File: config.mk
export PLATFORM = sky130hd
export DESIGN_NAME = dxw_front
export DESIGN_NICKNAME = d
export VERILOG_FILES = /design/src/sv/dxw_pkg.sv /design/src/sv/dxw_front.sv
export SDC_FILE = /design/constraint.sdc
export NUM_CORES = 1
export LEC_CHECK = 0
export ABC_AREA = 1
export BUFFER_PORTS_ARGS = -buffer_cell sky130_fd_sc_hd__buf_2
export CAP_MARGIN = 20
export CORE_ASPECT_RATIO = 1.25
export CORE_MARGIN = 4
export CORE_UTILIZATION = 45
export DETAILED_ROUTE_END_ITERATION = 10
export PLACE_DENSITY_LB_ADDON = 0.1
export SYNTH_ARGS = -nofsm -noshare
export SYNTH_HDL_FRONTEND = slang
export SYNTH_SLANG_ARGS = --single-unit
export TNS_END_PERCENT = 20
File: constraint.sdc
create_clock -name vclk -period 4.35
set_input_delay 0.435 -clock vclk [all_inputs]
set_output_delay 0.435 -clock vclk [all_outputs]
set_load 0.05 [all_outputs]
File: src/sv/dxw_pkg.sv
// Shared types and constants for the distance-weighted exponential sum block.
package dxw_pkg;

   localparam int APPROX_STEPS_DEFAULT = 24;
   localparam int QUEUE_DEPTH = 2;
   localparam logic [32:0] LN2_Q28 = 33'd186065279;
   localparam logic [32:0] LN2_X24 = 33'd4465566696;
   localparam logic [30:0] EXP_MAX = 31'h7FFFFFFF;

   typedef enum logic [2:0] {
      CSR_DECAY_RATE = 3'd0,
      CSR_WEIGHT_MAX = 3'd1,
      CSR_WEIGHT_MIN = 3'd2,
      CSR_REF_X      = 3'd3,
      CSR_REF_Y      = 3'd4
   } csr_index_type;

   typedef struct packed {
      logic signed [31:0] coord_x;
      logic signed [31:0] coord_y;
      logic               last_item;
   } req_type;

   typedef struct packed {
      logic signed [47:0] total;
      logic               overflowed;
   } rsp_type;

   typedef struct packed {
      logic signed [31:0] decay_rate;
      logic signed [31:0] weight_max;
      logic signed [31:0] weight_min;
      logic signed [31:0] ref_x;
      logic signed [31:0] ref_y;
   } cfg_type;

   typedef struct packed {
      logic [30:0] ax;
      logic [30:0] ay;
      logic        scaled;
      logic        last;
   } qent_type;

endpackage

File: src/sv/dxw_front.sv
// Front end: accepts requests and reduces them to scaled distance magnitudes.
module dxw_front (
   input  logic             req_valid,
   output logic             req_stall,
   input  dxw_pkg::req_type req_data,
   input  dxw_pkg::cfg_type cfg,
   input  logic             q_full,
   output logic             q_push,
   output dxw_pkg::qent_type q_data
);

   logic signed [32:0] dx;
   logic signed [32:0] dy;
   logic [32:0]        mx;
   logic [32:0]        my;
   logic               big;

   assign req_stall = q_full;
   assign q_push    = req_valid & ~q_full;

   always_comb begin
      dx  = 33'(req_data.coord_x) - 33'(cfg.ref_x);
      dy  = 33'(req_data.coord_y) - 33'(cfg.ref_y);
      mx  = dx[32] ? 33'(-dx) : 33'(dx);
      my  = dy[32] ? 33'(-dy) : 33'(dy);
      big = mx[32] | mx[31] | my[32] | my[31];
      q_data.ax     = big ? mx[31:1] : mx[30:0];
      q_data.ay     = big ? my[31:1] : my[30:0];
      q_data.scaled = big;
      q_data.last   = req_data.last_item;
   end

endmodule

==> flow_metrics.py <==
metrics = {
    "min_path": {
        "hold_class": "input pin to output port",
        "min_to": "q_data[0]",
        "holdPathStages": 0,
        "worstHoldStart": "req_data[0]",
    },
    "routing": {
        "drt-wirelength-per-cell_um": 11.9,
        "drt_iter0_markers": 580,
        "ant_nets": 0,
        "vias_per_cell": 4.84,
        "vias": 10800,
        "drt_wl_total_mm": 26.5,
        "drc": 0,
        "firstDrtPassIters": 6,
    },
    "sta": {
        "finalCriticalPeriod_ns": 4.17,
        "finalSetupViolCount": 0,
        "tns_ns": 0,
        "tightest_slew_ns": 0.481,
        "hold_viol": 0,
        "finalCritPeriodShare": 0.958,
        "drv_slew": 0,
        "timing.fmax_ghz": 0.240,
        "max_slew_margin": 0.677,
    },
    "place": {
        "place_area_um2": 9670,
        "place.port_buffers": 195,
        "gp_congestion": 0.943,
        "place_hpwl_mm": 23.4,
    },
    "layout": {
        "final_cell_mix": "nand2_1 (769), inv_1 (375), nand3_1 (178)",
        "area_delta_synth_final_pct": 19.7,
        "final_layout_size_suffix_gt1_frac": 0.140,
        "n_clock_buffer": 0,
        "fin_nets": 2293,
        "regArea_um2": 0,
        "fill_cells": 2104,
        "antenna_cells": 0,
        "final_common_cell": "nand2_1",
        "final_area_um2": 9940,
        "flops_and_latches": 0,
    },
    "critical_path": {
        "slowest_stage": "ha_1",
        "crit_arrival_ns": 3.73,
        "required_ns": 3.91,
        "critPathLaunchType": "input pin",
        "max_stage_delay_ns": 0.38,
        "crit_chain": "buf_2 -> ha_1 -> nand2_1 -> nor2_1 -> inv_1 -> nor2_1 -> nand3_1 -> nand4_1 -> nand2_1 -> inv_1 -> nand2_1 -> nor2_1 -> nand3_2 -> nor2_1 -> nand3_1 -> nand2_2 -> nor2_8 -> nand2_8 -> buf_12 -> nand2_1 -> nand2_1 -> buf_2",
        "cp_common_cell": "nand2_1",
        "cp-startpoint": "req_data[15]",
        "crit_path_end_kind": "output port",
        "critPathKind": "input pin to output port",
        "cp_max_fo": 14,
    },
    "grt": {
        "grt_pass1_wl_mm": 42.6,
        "grt_usage": 0.243,
        "antenna_found_initial": 0,
        "grt_pass1_vias": 9790,
        "grt_overflow_total": 0,
        "grt_max_degree": 44,
    },
    "floorplan": {
        "core.rowCount": 55,
        "start_util": 0.459,
        "core_area_um2": 18100,
        "dieWidth_um": 130,
        "die_y_um": 160,
        "io_pins": 293,
        "die-area_um2": 20700,
    },
    "power": {
        "vdd_drop_max_uv": 426,
        "power_leakage_nw": 6.60,
        "total_power_mw": 3.70,
        "p_per_area_nw_per_um2": 372,
    },
    "synthesis": {
        "ys_types": 34,
        "syn_nets": 2091,
        "synth.yosys.seq_area_share": 0,
        "synth_area_per_cell_um2": 4.63,
        "syn-instance-count": 1796,
        "syn_area_um2": 8310,
        "ys_warn_count": 0,
    },
    "run_status": {
        "status": "finished, final reports clean",
    },
    "job": {
        "maxCapViolCount": 0,
    },
    "cts": {
        "holdBufCountCts": 0,
    },
}
[critical path, delay by kind of cell]
kind | cells | cell delay [ns]
AND/OR/NAND/NOR | 16 | 2.20
buffers and inverters | 5 | 0.71
adder cells (fa/ha/maj) | 1 | 0.38
[per-stage QoR]
stage | std cells | hold WS, ns | setup WS [ns] | util
2_1_floorplan | 1796 | 1.04 | 0.648 | -
3_3_place_gp | 2222 | 0.870 | 0.0949 | 0.535
3_5_place_dp | 2222 | 0.870 | 0.0609 | 0.535
4_1_cts | 2222 | 0.870 | 0.0633 | 0.535
5_1_grt | 2224 | 0.870 | -0.0250 | 0.549
6_report | 2224 | 0.870 | 0.184 | 0.549
[where the power goes]
| part | internal, mW | switching (mW) | leakage, nW |
|---|---|---|---|
| registers | 0 | 0 | 0 |
| clock network | 0 | 0 | 0 |
| logic | 1.11 | 2.59 | 6.60 |
| total | 1.11 | 2.59 | 6.60 |
[Yosys cell counts (3+ instances only)]
master | count | area [µm²]
a21oi_1 | 37 | 185
nor2_1 | 153 | 574
and2_1 | 9 | 56.3
buf_2 | 8 | 40.0
nand2_2 | 3 | 18.8
buf_6 | 6 | 67.6
nor2_2 | 8 | 50.1
nand2_1 | 777 | 2920
inv_1 | 376 | 1410
ha_1 | 66 | 826
nand3b_1 | 8 | 60.1
nor3_1 | 12 | 60.1
clkbuf_1 | 3 | 11.3
o21bai_1 | 3 | 22.5
buf_4 | 9 | 67.6
xnor2_1 | 17 | 149
o21ai_0 | 15 | 75.1
inv_2 | 14 | 52.6
nand3_1 | 181 | 906
nand4_1 | 31 | 194
xor2_1 | 42 | 368
o31ai_1 | 4 | 30.0
[layer usage]
layer	up-vias	track usage	routed length, µm
met5	-	0	0
met2	237	0.491	14200
met4	0	0.0766	969
li1	5821	-	-
met3	53	0.00368	946
met1	4664	0.267	10400
[kinds of logic (layout without fill, tap and decap cells)]
logic type,count (synthesis),after routing,share of synthesized area
xor+xnor,60,60,0.0642
fa+ha+maj,68,68,0.104
simple gates,1188,1188,0.590
compound gates,63,63,0.0420
buf+inv,417,617,0.199
[layout make-up]
class / count / area [µm²] / share of cell area
Timing Repair Buffer: 226 / 1450 / 0.146
Multi-Input combinational cell: 1379 / 6740 / 0.678
Tap cell: 228 / 285 / 0.0287
Inverter: 391 / 1470 / 0.148
[how the worst max path moves through the flow]
stage / to / slack [ns] / depth (start not counted)
final: q_data[5] / 0.18 / 22
after global routing: q_data[10] / -0.02 / 21
after CTS: q_data[22] / 0.06 / 26
after detailed placement: q_data[22] / 0.06 / 26
after global placement: q_data[22] / 0.09 / 26
after floorplan: q_data[2] / 0.65 / 23
[what timing repair did]
item | in CTS | in global routing
buffers inserted | 0 | 1
gates resized for setup | 0 | 107
endpoints found under the setup margin | 0 | 63
Note: power is estimated with default switching activity, not from simulation.
