**config.mk**
```make
export PLATFORM = sky130hd
export DESIGN_NAME = dxw_queue
export DESIGN_NICKNAME = d
export VERILOG_FILES = /design/src/sv/dxw_pkg.sv /design/src/sv/dxw_queue.sv
export SDC_FILE = /design/constraint.sdc
export NUM_CORES = 1
export LEC_CHECK = 0
export ABC_AREA = 1
export BUFFER_PORTS_ARGS = -buffer_cell sky130_fd_sc_hd__buf_2
export CORE_UTILIZATION = 52
export DETAILED_ROUTE_END_ITERATION = 12
export GPL_TIMING_DRIVEN = 0
export PLACE_DENSITY = 0.87
export SETUP_SLACK_MARGIN = 0.1
export SYNTH_ARGS = -nofsm -noshare
export SYNTH_HDL_FRONTEND = slang
export SYNTH_SLANG_ARGS = --single-unit
```
**constraint.sdc**
```tcl
create_clock -name clock -period 4.87 [get_ports clock]
set_input_delay 0.2435 -clock clock [delete_from_list [all_inputs] [get_ports clock]]
set_output_delay 0.2435 -clock clock [all_outputs]
set_load 0.03 [all_outputs]
```
**src/sv/dxw_pkg.sv**
```systemverilog
// Shared types and constants for the distance-weighted exponential sum block.
package dxw_pkg;

   localparam int APPROX_STEPS_DEFAULT = 24;
   localparam int QUEUE_DEPTH = 2;
   localparam logic [32:0] LN2_Q28 = 33'd186065279;
   localparam logic [32:0] LN2_X24 = 33'd4465566696;
   localparam logic [30:0] EXP_MAX = 31'h7FFFFFFF;

   typedef enum logic [2:0] {
      CSR_DECAY_RATE = 3'd0,
      CSR_WEIGHT_MAX = 3'd1,
      CSR_WEIGHT_MIN = 3'd2,
      CSR_REF_X      = 3'd3,
      CSR_REF_Y      = 3'd4
   } csr_index_type;

   typedef struct packed {
      logic signed [31:0] coord_x;
      logic signed [31:0] coord_y;
      logic               last_item;
   } req_type;

   typedef struct packed {
      logic signed [47:0] total;
      logic               overflowed;
   } rsp_type;

   typedef struct packed {
      logic signed [31:0] decay_rate;
      logic signed [31:0] weight_max;
      logic signed [31:0] weight_min;
      logic signed [31:0] ref_x;
      logic signed [31:0] ref_y;
   } cfg_type;

   typedef struct packed {
      logic [30:0] ax;
      logic [30:0] ay;
      logic        scaled;
      logic        last;
   } qent_type;

endpackage

```
**src/sv/dxw_queue.sv**
```systemverilog
// Small first-in first-out queue between the front end and the back end.
module dxw_queue (
   input  logic              clock,
   input  logic              reset,
   input  logic              push,
   input  dxw_pkg::qent_type push_data,
   output logic              full,
   input  logic              pop,
   output logic              not_empty,
   output dxw_pkg::qent_type head
);

   localparam int Depth = dxw_pkg::QUEUE_DEPTH;
   localparam int PtrW = (Depth > 1) ? $clog2(Depth) : 1;

   dxw_pkg::qent_type    mem_ff [Depth];
   logic [PtrW-1:0]      wr_ff, wr_in;
   logic [PtrW-1:0]      rd_ff, rd_in;
   logic [PtrW:0]        cnt_ff, cnt_in;

   assign full      = (cnt_ff == (PtrW+1)'(Depth));
   assign not_empty = (cnt_ff != '0);
   assign head      = mem_ff[rd_ff];

   always_comb begin
      wr_in  = wr_ff;
      rd_in  = rd_ff;
      cnt_in = cnt_ff;
      if (push) begin
         wr_in = (wr_ff == PtrW'(Depth - 1)) ? '0 : wr_ff + 1'b1;
      end
      if (pop) begin
         rd_in = (rd_ff == PtrW'(Depth - 1)) ? '0 : rd_ff + 1'b1;
      end
      if (push & ~pop) begin
         cnt_in = cnt_ff + 1'b1;
      end else if (pop & ~push) begin
         cnt_in = cnt_ff - 1'b1;
      end
   end

   always_ff @(posedge clock) begin
      if (reset) begin
         wr_ff  <= '0;
         rd_ff  <= '0;
         cnt_ff <= '0;
      end else begin
         wr_ff  <= wr_in;
         rd_ff  <= rd_in;
         cnt_ff <= cnt_in;
      end
      if (push) begin
         mem_ff[wr_ff] <= push_data;
      end
   end

endmodule

```
==> summary.txt <==
Drt
  • Via count: 2869
  • Met3 WL: ~500 um
  • DRC violations left: 0
  • Drt pass-1 iters: 4
  • Antenna Nets Post-Route: 0
  • 1st-iter DRT viols: 118
  • Topmost layer with routed signal wires: met4
  • Routed Wire Length: between 9 and 10 mm
  • Met2 Wirelength: about 5.4 mm
  • Routed len/inst: between 15 and 20 um
  • Met1 Wirelength: 3.78 mm
  • Via/cell ratio: between 4 and 5

Timing
  • Fin crit share: 39.9%
  • Final setup fails: 0
  • Worst-Margin Slew: around 0.97 ns
  • Slew Limit Fails: 0
  • Rel. slew slack: 35.3%
  • Fin Setup TNS: 0 ns
  • Final worst slack: 2.92 ns
  • RSZ-0062 raised after global routing: false
  • Fmax: around 510 MHz
  • Final hold violation count: 0
  • Tmin final: 1.95 ns
  • Worst clock skew: a little under 0.006 ns

Synthesis
  • Gate Count Post-Synth: between 200 and 250
  • Post-synthesis adder-cell area fraction: less than 1%
  • Synthesized area: roughly 0.0051 mm2
  • Compound-Gate Fraction of Synth Area: 0.194%
  • Mux cell area share after synthesis: 18.4%
  • Syn_area_per_cell: 22.2 um2
  • Syn Nets: between 300 and 400
  • Yosys Warn Count: 0
  • Post-Synth Simple-Gate Area: around 1.2%
  • #FFs+latches synth: between 100 and 150
  • Synth unique cells: 16
  • Register area share after synthesis: about three quarters
  • Main combinational cell family by area after synthesis: multiplexers
  • XOR/XNOR Fraction of Synth Area: less than 1%

Power and ir drop
  • Leak pwr: just under 3 nW
  • Max VDD drop: approximately 310 uV
  • Power Density: ~430 mW/mm2

Layout
  • Layout net count: 520
  • Layout cells sized above 1: around half
  • Non-Filler Instances: 592
  • Area Overhead vs Synth: 41.8%
  • Antenna cells: 0
  • Post-route cell area: 0.00730 mm2

Global routing
  • Largest net degree at the start of global routing: 39
  • First-pass GRT wire length: roughly 15 mm
  • Antenna violations before repair: 0
  • Overall routing resource usage: about 20%
  • Vias in the first global route: between 3000 and 4000
  • Remaining global-route overflow: 0

Clock tree
  • Root buf cell: clkbuf_8
  • Post_cts resized: 0
  • TritonCTS clock tree: done
  • Setup Fix Bufs, Post-CTS: 0
  • CTS max path bufs: 2
  • Worst skew pair latency: 0.50 ns
  • H-Tree Depth: 4
  • Clk pin slew, worst setup/hold paths: approximately 0.06 ns
  • Total CTS buffers: 17
  • # clock sinks: about 130

Flow run
  • Max-Cap Viols: 0

Floorplan
  • Die height: approximately 100 um
  • I/O pin count: about 130
  • Starting Density: approximately 55%
  • Num rows: 35
  • Core area: about 0.0094 mm2
  • Chip width: about 100 um
  • Die ar.: 0.0103 mm2

Setup path
  • CP arrival: ~1.7 ns
  • Crit path capture type: primary output
  • Worst Path Required: ~4.6 ns
  • CP Max Fanout: 10
  • Crit Path Category: flip-flop to primary output
  • Type of origin of the critical path: flip-flop

Placed design
  • Port Buffers: around 130
  • Post-DP Area: about 0.006 mm2
  • Routability congestion estimate: 0.716
  • Cells after DPL: between 400 and 500
  • DP Worst Slack: between 3 and 4 ns
  • Detailed Place HPWL: 5.57 mm

Min path
  • Hold WC Path Type: input pin to flip-flop

Run status
  • Outcome: finished clean
==> Yosys cell counts (all sizes together) <==
| cell type | number | area [um2] |
|---|---|---|
| edfxtp | 128 | 3840 |
| mux2 | 64 | 946 |
| inv | 9 | 33.8 |
| buf | 7 | 131 |
| nand2 | 6 | 22.5 |
| nor2 | 6 | 22.5 |
| dfxtp | 5 | 100 |
| a21oi | 1 | 5.00 |
| ha | 1 | 12.5 |
| nand3 | 1 | 5.00 |
| nand4 | 1 | 6.26 |
| nor3 | 1 | 5.00 |
| o21ai | 1 | 5.00 |
| xnor2 | 1 | 8.76 |
==> routing by layer <==
layer / vias to the layer above / GRT usage, %
li1: 1346 / -
met4: 0 / 8.70
met1: 1402 / 21.3
met5: - / 0
met2: 110 / 37.7
met3: 11 / 5.73
==> sequential cells by signal (all words and copies together), names as in the netlist, named ones only <==
| register | flops |
|---|---|
| cnt_ff | 2 |
| mem_ff | 128 |
| rd_ff | 1 |
| wr_ff | 1 |
==> layout make-up <==
type / count / area [um2]
buffer: 7 / 131
clock buffer: 19 / 422
clock inverter: 12 / 205
fill: 499 / 2120
inverter: 9 / 33.8
multi-input combinational: 83 / 1050
sequential: 133 / 3940
tap: 129 / 161
timing repair buffer: 200 / 1360
==> cells by family (layout without fill, tap and decap cells) <==
| kind of cell | after synthesis | after routing |
|---|---|---|
| AOI/OAI and AO/OA | 2 | 2 |
| xor gates and xnor gates | 1 | 1 |
| adders and majority gates | 1 | 1 |
| buffers and inverters | 16 | 247 |
| DFF | 133 | 133 |
| muxes | 64 | 64 |
| and+or+nand+nor | 15 | 15 |
==> stage by stage <==
step	utilization (%)	total power [mW]	hold WS, ns
after floorplan	-	1.66	0.316
after global placement	63.5	1.76	0.432
after detailed placement	64.0	1.78	0.434
after CTS	77.5	3.15	0.0301
after global routing	77.5	3.22	0.0715
final	77.5	3.13	0.0860
==> path summary, 6_finish.rpt <==
path                                  end              startpoint  depth (start not counted)  slack (ns)
setup / recovery                 head[23]               flip-flop                          4        2.92
hold / removal         wr_ff$_SDFFE_PP0P_                    push                          3        0.09
setup reg to reg  mem_ff[0][11]$_DFFE_PP_      wr_ff$_SDFFE_PP0P_                          2        3.11
hold reg to reg    cnt_ff[1]$_SDFFE_PP0P_  cnt_ff[1]$_SDFFE_PP0P_                          3        0.60
==> where the power goes <==
part           switching (mW)  internal [mW]
logic                   0.248          0.206
registers              0.0174           1.32
clock network           0.453          0.882
==> worst max-delay path, cell delays in order (launching register included) <==
cell,delay (ns)
dfxtp_1,0.32
buf_6,0.21
buf_12,0.17
mux2_4,0.31
buf_2,0.18
==> cells in the final DEF (no fill, tap or decap), types with 2 or more instances in the layout <==
cell,instances
dfxtp_1,5
clkbuf_16,16
inv_1,8
nand2_1,6
nor2_1,5
mux2_4,60
buf_12,8
dlygate4sd3_1,65
buf_2,133
bufinv_16,5
clkinv_4,5
edfxtp_1,128
mux2_2,4
clkbuf_1,2
==> what timing repair did <==
action	CTS	global route
endpoints found under the setup margin	0	0
hold buffers	65	0
hold endpoints to repair	131	0
Power figures use the tool's default switching activity.
